**config.mk**
```make
export PLATFORM = sky130hd
export DESIGN_NAME = linear_probe_hash_table_core_flat
export DESIGN_NICKNAME = d
export VERILOG_FILES = /design/src/lpht_pkg.sv /design/src/lpht_if.sv /design/src/lpht_ram.sv /design/src/linear_probe_hash_table_core.sv /design/src/flat_wrapper.sv
export SDC_FILE = /design/constraint.sdc
export NUM_CORES = 2
export LEC_CHECK = 0
export BUFFER_PORTS_ARGS = -buffer_cell sky130_fd_sc_hd__clkbuf_2
export CORE_MARGIN = 1
export CORE_UTILIZATION = 30
export DETAILED_ROUTE_END_ITERATION = 10
export PLACE_DENSITY_LB_ADDON = 0.2
export SLEW_MARGIN = 5
export SYNTH_ARGS = -nofsm -noshare
export SYNTH_HDL_FRONTEND = slang
export SYNTH_SLANG_ARGS = --single-unit
```
**constraint.sdc**
```tcl
create_clock -name clk -period 4.5 [get_ports clk]
set_clock_uncertainty 0.15 [all_clocks]
set_input_delay 0.9 -clock clk [delete_from_list [all_inputs] [get_ports clk]]
set_output_delay 0.9 -clock clk [all_outputs]
set_load 0.01 [all_outputs]
```
**src/lpht_pkg.sv**
```systemverilog
// Package with the codes, widths and state type of the linear probing hash table.
package lpht_pkg;

  localparam int KIND_W   = 2;
  localparam int KEY_W    = 31;
  localparam int VALUE_W  = 32;
  localparam int STATUS_W = 2;
  localparam int SLOT_W   = 5;

  // Bits of the key handled by one step of the home slot reduction.
  localparam int MOD_DIGIT_W = 8;
  localparam int MOD_STEPS   = 4;

  typedef enum logic [KIND_W-1:0] {
    KIND_SEARCH = 2'd0,
    KIND_INSERT = 2'd1,
    KIND_DELETE = 2'd2,
    KIND_SPARE  = 2'd3
  } kind_t;

  typedef enum logic [STATUS_W-1:0] {
    STATUS_OK   = 2'd0,
    STATUS_MISS = 2'd1,
    STATUS_FULL = 2'd2
  } status_t;

  typedef enum logic [1:0] {
    S_CLEAR,
    S_IDLE,
    S_MOD,
    S_PROBE
  } state_t;

endpackage

```
**src/lpht_if.sv**
```systemverilog
// Valid/ready channel interfaces for requests and results of the hash table.
interface lpht_in_if;
  import lpht_pkg::*;

  logic                 valid;
  logic                 ready;
  logic [KIND_W-1:0]    kind;
  logic [KEY_W-1:0]     key;
  logic signed [VALUE_W-1:0] value;

  modport source (output valid, output kind, output key, output value, input ready);
  modport sink   (input valid, input kind, input key, input value, output ready);
endinterface

interface lpht_out_if;
  import lpht_pkg::*;

  logic                      valid;
  logic                      ready;
  logic [STATUS_W-1:0]       status;
  logic [SLOT_W-1:0]         slot;
  logic signed [VALUE_W-1:0] found_value;

  modport source (output valid, output status, output slot, output found_value, input ready);
  modport sink   (input valid, input status, input slot, input found_value, output ready);
endinterface

```
**src/lpht_ram.sv**
```systemverilog
// Generic single write port, single read port RAM with a registered read.
module lpht_ram #(
  parameter int WIDTH = 8,
  parameter int DEPTH = 32
) (
  input  logic                     clk,
  input  logic                     we,
  input  logic [$clog2(DEPTH)-1:0] waddr,
  input  logic [WIDTH-1:0]         wdata,
  input  logic [$clog2(DEPTH)-1:0] raddr,
  output logic [WIDTH-1:0]         rdata
);

  logic [WIDTH-1:0] mem [DEPTH];

  always_ff @(posedge clk) begin
    if (we) begin
      mem[waddr] <= wdata;
    end
    rdata <= mem[raddr];
  end

endmodule

```
**src/linear_probe_hash_table_core.sv**
```systemverilog
// Top level of the linear probing hash table: control sequencer, slot memories and result register.
//
//   channel | direction | beat contents                      | handshake
//   --------+-----------+------------------------------------+-------------
//   in_ch   | input     | kind, key, value                   | valid/ready
//   out_ch  | output    | status, slot, found_value          | valid/ready
//
// A request is accepted, its key is reduced to its home slot and the slots are then probed,
// visiting P slots (1 to SLOTS); the probe loop issues one read of the slot memories per cycle.
// After reset the flag memory is swept clear, one slot per cycle, and no request is taken
// during that sweep. A new request may be taken while a result still waits on out_ch;
// probing of that request starts only once the result register is free.
module linear_probe_hash_table_core #(
  parameter int SLOTS = 32
) (
  input  logic       clk,
  input  logic       rst_n,
  lpht_in_if.sink    in_ch,
  lpht_out_if.source out_ch
);
  import lpht_pkg::*;

  localparam int IW = $clog2(SLOTS);
  localparam logic [IW-1:0] LAST_IDX = IW'(SLOTS - 1);
  localparam logic [IW:0]   SLOTS_W  = (IW + 1)'(SLOTS);
  localparam int KSH_W = MOD_DIGIT_W * MOD_STEPS;
  localparam logic [1:0] LAST_STEP = 2'(MOD_STEPS - 1);

  // Control state.
  state_t        state_r, state_nxt;
  logic [IW-1:0] clr_cnt_r, clr_cnt_nxt;
  logic [1:0]    mod_cnt_r, mod_cnt_nxt;
  logic [IW-1:0] iss_pos_r, iss_pos_nxt;
  logic [IW-1:0] ev_pos_r, ev_pos_nxt;
  logic [IW-1:0] ev_cnt_r, ev_cnt_nxt;
  logic          ev_vld_r, ev_vld_nxt;
  logic          out_valid_r, out_valid_nxt;

  // Request and result payload.
  kind_t                  kind_r, kind_nxt;
  logic [KEY_W-1:0]       key_r, key_nxt;
  logic [VALUE_W-1:0]     value_r, value_nxt;
  logic [KSH_W-1:0]       ksh_r, ksh_nxt;
  logic [IW-1:0]          rem_r, rem_nxt;
  status_t                out_status_r, out_status_nxt;
  logic [SLOT_W-1:0]      out_slot_r, out_slot_nxt;
  logic [VALUE_W-1:0]     out_fv_r, out_fv_nxt;

  // Memory ports.
  logic                     fl_we;
  logic [IW-1:0]            fl_waddr;
  logic [1:0]               fl_wdata;
  logic [1:0]               fl_q;
  logic                     dt_we;
  logic [KEY_W+VALUE_W-1:0] dt_wdata;
  logic [KEY_W+VALUE_W-1:0] dt_q;
  logic [IW-1:0]            raddr;

  // Probe decision on the slot whose read data arrives this cycle.
  logic          in_acc;
  logic          out_free;
  logic          finish;
  status_t       fin_status;
  logic [IW-1:0] fin_pos;
  logic [VALUE_W-1:0] fin_fv;
  logic          fin_wr_fl;
  logic [1:0]    fin_fl;
  logic          fin_wr_dt;
  logic          slot_used, slot_del, key_hit, last_probe;
  logic [IW+SLOT_W-1:0] slot_ext;

  // The flags word is {used, deleted}; the data word is {key, value}.
  lpht_ram #(.WIDTH(2), .DEPTH(SLOTS)) u_flags (
    .clk   (clk),
    .we    (fl_we),
    .waddr (fl_waddr),
    .wdata (fl_wdata),
    .raddr (raddr),
    .rdata (fl_q)
  );

  lpht_ram #(.WIDTH(KEY_W + VALUE_W), .DEPTH(SLOTS)) u_data (
    .clk   (clk),
    .we    (dt_we),
    .waddr (fin_pos),
    .wdata (dt_wdata),
    .raddr (raddr),
    .rdata (dt_q)
  );

  assign in_acc   = in_ch.valid && in_ch.ready;
  assign out_free = !out_valid_r || out_ch.ready;

  assign in_ch.ready        = (state_r == S_IDLE);
  assign out_ch.valid       = out_valid_r;
  assign out_ch.status      = out_status_r;
  assign out_ch.slot        = out_slot_r;
  assign out_ch.found_value = signed'(out_fv_r);

  // Home slot reduction: MOD_DIGIT_W key bits per cycle, most significant first; the last digit
  // waits for a free result register. Remainders stay below SLOTS: one compare-subtract per bit.
  always_comb begin
    logic [IW:0]   t;
    logic [IW-1:0] r;
    r = rem_r;
    for (int i = 0; i < MOD_DIGIT_W; i++) begin
      t = {r, ksh_r[KSH_W-1-i]};
      if (t >= SLOTS_W) begin
        t = t - SLOTS_W;
      end
      r = t[IW-1:0];
    end
    rem_nxt = r;
  end

  // Evaluation of the slot read in the previous cycle.
  always_comb begin
    slot_used  = fl_q[1];
    slot_del   = fl_q[0];
    key_hit    = (dt_q[KEY_W+VALUE_W-1:VALUE_W] == key_r);
    last_probe = (ev_cnt_r == LAST_IDX);
    finish     = 1'b0;
    fin_status = STATUS_MISS;
    fin_pos    = ev_pos_r;
    fin_fv     = '0;
    fin_wr_fl  = 1'b0;
    fin_fl     = 2'b10;
    fin_wr_dt  = 1'b0;
    if (state_r == S_PROBE && ev_vld_r) begin
      if (kind_r == KIND_INSERT) begin
        // An insert takes the first never-used or deleted slot.
        if (!slot_used || slot_del) begin
          finish     = 1'b1;
          fin_status = STATUS_OK;
          fin_wr_fl  = 1'b1;
          fin_fl     = 2'b10;
          fin_wr_dt  = 1'b1;
        end else if (last_probe) begin
          finish     = 1'b1;
          fin_status = STATUS_FULL;
        end
      end else begin
        // Search and delete stop at a never-used slot and step over deleted ones.
        if (!slot_used) begin
          finish     = 1'b1;
          fin_status = STATUS_MISS;
        end else if (!slot_del && key_hit) begin
          finish     = 1'b1;
          fin_status = STATUS_OK;
          fin_fv     = dt_q[VALUE_W-1:0];
          if (kind_r == KIND_DELETE) begin
            fin_wr_fl = 1'b1;
            fin_fl    = 2'b11;
          end
        end else if (last_probe) begin
          finish     = 1'b1;
          fin_status = STATUS_MISS;
        end
      end
    end
  end

  // Next state.
  always_comb begin
    state_nxt = state_r;
    case (state_r)
      S_CLEAR: begin
        if (clr_cnt_r == LAST_IDX) begin
          state_nxt = S_IDLE;
        end
      end
      S_IDLE: begin
        if (in_acc) begin
          state_nxt = S_MOD;
        end
      end
      S_MOD: begin
        if (mod_cnt_r == LAST_STEP && out_free) begin
          state_nxt = S_PROBE;
        end
      end
      S_PROBE: begin
        if (finish) begin
          state_nxt = S_IDLE;
        end
      end
      default: state_nxt = S_CLEAR;
    endcase
  end

  // Outputs and datapath.
  always_comb begin
    clr_cnt_nxt    = clr_cnt_r;
    mod_cnt_nxt    = mod_cnt_r;
    iss_pos_nxt    = iss_pos_r;
    ev_pos_nxt     = ev_pos_r;
    ev_cnt_nxt     = ev_cnt_r;
    ev_vld_nxt     = 1'b0;
    kind_nxt       = kind_r;
    key_nxt        = key_r;
    value_nxt      = value_r;
    ksh_nxt        = ksh_r;
    out_status_nxt = out_status_r;
    out_slot_nxt   = out_slot_r;
    out_fv_nxt     = out_fv_r;
    out_valid_nxt  = out_valid_r && !out_ch.ready;
    raddr          = iss_pos_r;
    fl_we          = 1'b0;
    fl_waddr       = fin_pos;
    fl_wdata       = fin_fl;
    dt_we          = 1'b0;
    dt_wdata       = {key_r, value_r};
    slot_ext       = {{SLOT_W{1'b0}}, fin_pos};
    case (state_r)
      S_CLEAR: begin
        fl_we       = 1'b1;
        fl_waddr    = clr_cnt_r;
        fl_wdata    = 2'b00;
        clr_cnt_nxt = clr_cnt_r + 1'b1;
      end
      S_IDLE: begin
        if (in_acc) begin
          // Kind three behaves as a search.
          case (in_ch.kind)
            KIND_INSERT: kind_nxt = KIND_INSERT;
            KIND_DELETE: kind_nxt = KIND_DELETE;
            default:     kind_nxt = KIND_SEARCH;
          endcase
          key_nxt     = in_ch.key;
          value_nxt   = $unsigned(in_ch.value);
          ksh_nxt     = KSH_W'(in_ch.key);
          mod_cnt_nxt = '0;
        end
      end
      S_MOD: begin
        if (mod_cnt_r != LAST_STEP) begin
          ksh_nxt     = ksh_r << MOD_DIGIT_W;
          mod_cnt_nxt = mod_cnt_r + 1'b1;
        end else if (out_free) begin
          iss_pos_nxt = rem_nxt;
          ev_cnt_nxt  = '0;
        end
      end
      S_PROBE: begin
        // One read is issued each cycle; its data is judged in the next cycle.
        iss_pos_nxt = (iss_pos_r == LAST_IDX) ? '0 : iss_pos_r + 1'b1;
        ev_pos_nxt  = iss_pos_r;
        ev_vld_nxt  = !finish;
        if (ev_vld_r) begin
          ev_cnt_nxt = ev_cnt_r + 1'b1;
        end
        if (finish) begin
          fl_we          = fin_wr_fl;
          dt_we          = fin_wr_dt;
          out_valid_nxt  = 1'b1;
          out_status_nxt = fin_status;
          out_slot_nxt   = (fin_status == STATUS_OK) ? slot_ext[SLOT_W-1:0] : '0;
          out_fv_nxt     = fin_fv;
        end
      end
      default: begin
      end
    endcase
  end

  // Control registers.
  always_ff @(posedge clk) begin
    if (!rst_n) begin
      state_r     <= S_CLEAR;
      clr_cnt_r   <= '0;
      mod_cnt_r   <= '0;
      ev_cnt_r    <= '0;
      ev_vld_r    <= 1'b0;
      out_valid_r <= 1'b0;
    end else begin
      state_r     <= state_nxt;
      clr_cnt_r   <= clr_cnt_nxt;
      mod_cnt_r   <= mod_cnt_nxt;
      ev_cnt_r    <= ev_cnt_nxt;
      ev_vld_r    <= ev_vld_nxt;
      out_valid_r <= out_valid_nxt;
    end
  end

  // Payload registers.
  always_ff @(posedge clk) begin
    kind_r       <= kind_nxt;
    key_r        <= key_nxt;
    value_r      <= value_nxt;
    ksh_r        <= ksh_nxt;
    iss_pos_r    <= iss_pos_nxt;
    ev_pos_r     <= ev_pos_nxt;
    out_status_r <= out_status_nxt;
    out_slot_r   <= out_slot_nxt;
    out_fv_r     <= out_fv_nxt;
    if (state_r == S_IDLE) begin
      rem_r <= '0;
    end else if (state_r == S_MOD && mod_cnt_r != LAST_STEP) begin
      rem_r <= rem_nxt;
    end
  end

`ifndef SYNTH
  // A result is only produced into an empty result register.
  a_fin_empty: assert property (@(posedge clk) disable iff (!rst_n)
    finish |-> !out_valid_r)
    else $error("result produced while result register busy");

  // Probing never judges more than SLOTS slots.
  a_probe_bound: assert property (@(posedge clk) disable iff (!rst_n)
    (state_r == S_PROBE && ev_vld_r && ev_cnt_r == LAST_IDX) |-> finish)
    else $error("probe ran past the last slot");

  // No request is taken during the clearing sweep.
  a_clear_block: assert property (@(posedge clk) disable iff (!rst_n)
    (state_r == S_CLEAR) |-> !in_acc)
    else $error("request accepted during clearing sweep");

  // Memory write addresses stay inside the table.
  a_waddr_range: assert property (@(posedge clk) disable iff (!rst_n)
    (fl_we || dt_we) |-> (fl_waddr <= LAST_IDX))
    else $error("write address beyond table");

  // The home slot handed to the probe loop is a proper remainder.
  a_home_range: assert property (@(posedge clk) disable iff (!rst_n)
    (state_r == S_MOD && state_nxt == S_PROBE) |=> (iss_pos_r <= LAST_IDX))
    else $error("home slot out of range");
`endif

endmodule
```
**src/flat_wrapper.sv**
```systemverilog
// flat-port wrapper written by rule: the top's interface ports become plain ports
module linear_probe_hash_table_core_flat import lpht_pkg::*;
#(
  parameter int SLOTS = 32
)
  (clk, rst_n, in_ch_valid, in_ch_kind, in_ch_key, in_ch_value, in_ch_ready, out_ch_valid, out_ch_status, out_ch_slot, out_ch_found_value, out_ch_ready);
  lpht_in_if in_ch_i ();
  lpht_out_if out_ch_i ();
  input  logic clk;
  input  logic rst_n;
  input wire logic [$bits(in_ch_i.valid)-1:0] in_ch_valid;
  input wire logic [$bits(in_ch_i.kind)-1:0] in_ch_kind;
  input wire logic [$bits(in_ch_i.key)-1:0] in_ch_key;
  input wire logic [$bits(in_ch_i.value)-1:0] in_ch_value;
  output wire logic [$bits(in_ch_i.ready)-1:0] in_ch_ready;
  output wire logic [$bits(out_ch_i.valid)-1:0] out_ch_valid;
  output wire logic [$bits(out_ch_i.status)-1:0] out_ch_status;
  output wire logic [$bits(out_ch_i.slot)-1:0] out_ch_slot;
  output wire logic [$bits(out_ch_i.found_value)-1:0] out_ch_found_value;
  input wire logic [$bits(out_ch_i.ready)-1:0] out_ch_ready;
  assign in_ch_i.valid = in_ch_valid;
  assign in_ch_i.kind = in_ch_kind;
  assign in_ch_i.key = in_ch_key;
  assign in_ch_i.value = in_ch_value;
  assign in_ch_ready = in_ch_i.ready;
  assign out_ch_valid = out_ch_i.valid;
  assign out_ch_status = out_ch_i.status;
  assign out_ch_slot = out_ch_i.slot;
  assign out_ch_found_value = out_ch_i.found_value;
  assign out_ch_i.ready = out_ch_ready;
  linear_probe_hash_table_core #(.SLOTS(SLOTS)) u_core (.clk(clk), .rst_n(rst_n), .in_ch(in_ch_i), .out_ch(out_ch_i));
endmodule
```
==> metrics.yaml <==
outcome: "finished, final reports clean"
syn_area_mm2: 0.0875
hold_path_end: "u_core.value_r[17]"
dominantRegCellSynth: "edfxtp_1"
crit_path_start_kind: "register"
setup_ws_ns: 0.219
initial_core_util: 0.303
cts_tree: "done"
clk_pin_slew_ns: 0.06
synth-seq-cells: 2295
required_ns: 4.88
r2r_end: "u_core.out_ch.found_value[14]"
ys_types: 55
cts_root_buffer: "clkbuf_16"
drive_gt1_frac: 0.230
yosys_warnings: 0
p_per_area_mw_per_mm2: 417
h-tree-depth: 4
clockBufferDepth: 4
drc: 0
vdd_drop_max_mv: 0.319
postRouteAntennaNets: 0
arrival_ns: 4.66
fin_nets: 4778
synth-edff-count: 2214
io_pins: 110
cp_max_fo: 33
antenna_found_initial: 15
synth_cells: 4373
drv_slew: 0
post-route-period-util: 0.951
min_period_ns: 4.28
min-delay-start: "in_ch_value[17]"
routed_wl_mm: 236
hold_violations: 0
n_fill_cell: 26800
first_pass_iters: 6
max_freq_mhz: 234
finish.utilization: 0.354
io_buffers: 109
worstMarginPinSlew_ns: 1.20
end_kind: "register"
via_count: 42900
leakage_nw: 32.8
r2r_slack_ns: 0.22
max_cap_violations: 0
worstSetupPathType: "register to register"
syn_to_final_growth_pct: 16.9
initialDrtViolationCount: 3888
avgViaCountPerCell: 4.88
insertion_delay_ns: 0.90
setup-violations-final: 0
place_ws_ns: 0.193
grt_start_max_net_pins: 88
grt_first_pass_wirelength_mm: 335
die_y_um: 542
postSynthAreaPerCell_um2: 20.0
placedCellCount: 8305
fin_cells: 8785
reg2reg_depth: 8
whs_path_depth: 1
globalplace.congestion: 0.722
post-dp-hpwl_mm: 125
hold_path.class: "input pin to register"
finalSetupTns_ns: 0
grt_overflow_total: 0
numCtsBuffers: 247
seq_area_frac_synth: 0.778
synth_nets: 4454
r2r_start: "u_core.key_r[30]"
rows: 197
rsz0062_at_grt: "false"
slew_headroom: 0.198
die_width_um: 542
grt_pass1_vias: 44400
cts.sinks: 2295
wl_per_cell_um: 26.8
grt_use_total: 0.159
async_flop_share: 0
dieArea_mm2: 0.294
coreArea_mm2: 0.289
==> state kept, by name (all words and copies together), names as in the netlist <==
register	count
u_core.clr_cnt_r	5
u_core.ev_cnt_r	5
u_core.ev_pos_r	5
u_core.ev_vld_r	1
u_core.iss_pos_r	5
u_core.key_r	31
u_core.kind_r	2
u_core.ksh_r	20
u_core.mod_cnt_r	2
u_core.out_ch.found_value	32
u_core.out_ch.slot	5
u_core.out_ch.status	2
u_core.out_ch.valid	1
u_core.state_r	2
u_core.u_data.mem	2016
u_core.u_data.rdata	63
u_core.u_flags.mem	64
u_core.u_flags.rdata	2
u_core.value_r	32
==> worst max-delay path by stage <==
| stage | start | to | slack (ns) | depth (start not counted) |
|---|---|---|---|---|
| after detailed placement | u_core.key_r[0] | u_core.out_ch.found_value[2] | 0.19 | 8 |
| after global routing | u_core.key_r[12] | u_core.out_ch.found_value[14] | 0.1 | 8 |
| final | u_core.key_r[30] | u_core.out_ch.found_value[14] | 0.22 | 8 |
| after floorplan | u_core.state_r[0] | u_core.u_data.mem[28][0] | -0.45 | 6 |
| after global placement | u_core.key_r[0] | u_core.out_ch.found_value[13] | 0.21 | 8 |
| after CTS | u_core.key_r[0] | u_core.out_ch.found_value[14] | 0.11 | 8 |
==> cell type report <==
type,instances,area (um^2),area share
diodes,4,10.0,0.0000978
clock buffers,350,6800,0.0665
clock inverters,103,888,0.00868
inverters,16,60.1,0.000587
multi-input cells,1826,18500,0.181
flip-flops and latches,2295,68100,0.666
well taps,3880,4850,0.0475
repair buffers,311,3060,0.0299
==> through the flow <==
step	total power, W	area [um^2]	hold WS (ns)
6_report	0.0427	102000	0.0732
5_1_grt	0.0439	102000	0.0176
4_1_cts	0.0431	102000	0.000922
3_5_place_dp	0.0236	94400	0.333
3_3_place_gp	0.0236	94400	0.319
2_1_floorplan	0.0236	87500	0.296
==> routing by layer <==
metal	wire length, um	track usage
met5	40	0
met4	4890	0.0354
met3	9330	0.0236
met2	116000	0.269
met1	105000	0.215
==> worst max-delay path, stage by stage, from the launching register on <==
cell	delay, ns
edfxtp_1	0.37
buf_4	0.24
xor2_1	0.23
nor4_1	0.73
nand4_1	0.60
o31ai_1	0.64
a21oi_1	0.23
nor2_4	0.45
buf_12	0.25
==> cell usage after synthesis, types with 4 or more instances <==
cell	number	area (um^2)
mux2_2	136	1530
nor4_1	6	37.5
clkbuf_1	107	402
nor2b_1	24	150
a21oi_1	167	836
edfxtp_1	2214	66500
and3_1	4	25.0
mux2i_1	336	3360
buf_2	60	300
a21o_1	54	405
o21ai_1	5	25.0
dfxtp_1	81	1620
nor2_1	78	293
ha_1	12	150
and2_1	44	275
nand2_1	134	503
mux4_2	317	7140
a211oi_1	55	413
buf_1	35	131
o21ai_0	128	641
nor3_1	12	60.1
nand4_1	4	25.0
a22oi_1	4	30.0
nand2b_1	14	87.6
xor2_1	28	245
nand3_1	10	50.1
o221ai_1	108	946
a21boi_0	4	30.0
o22ai_1	110	688
inv_1	16	60.1
buf_4	32	240
==> layout by cell type (no fill, tap or decap), types with 13 or more instances in the layout <==
master         count
edfxtp_1        2214
mux2i_1          336
mux4_2           317
clkbuf_16        250
a21oi_1          167
mux2_2           136
nand2_1          133
o21ai_0          128
o22ai_1          110
clkbuf_2         109
o221ai_1         108
buf_4            104
clkbuf_1          83
dfxtp_1           81
buf_12            75
a211oi_1          54
a21o_1            54
clkinv_2          49
nor2_1            44
and2_1            42
nor2_4            34
clkinv_1          30
xor2_1            28
nor2b_1           24
dlygate4sd3_1     22
clkbuf_8          17
inv_1             16
nand2b_1          13
bufinv_16         13
==> where the power goes <==
group	total (W)	switching [W]	internal [W]	leakage (nW)
clock network	0.0195	0.00825	0.0112	3.78
registers	0.0231	0.00000514	0.0231	20.5
logic	0.000124	0.0000725	0.0000513	8.59
==> kinds of logic (layout without fill, tap and decap cells) <==
group           Yosys count  after routing  synth area share
compound gates          656            656            0.0481
xor+xnor                 31             31           0.00310
fa+ha+maj                12             12           0.00172
buf+inv                 252            780            0.0132
flops                  2295           2295             0.778
mux                     789            789             0.138
other cells               0              4                 0
simple gates            338            338            0.0179
==> repair_timing <==
item,in CTS,in global routing
hold buffers,22,0
setup buffers,0,1
setup endpoints to repair,0,7
endpoints found under the hold margin,22,0
gates resized for setup,0,0
(Power assumes the default switching activity.)
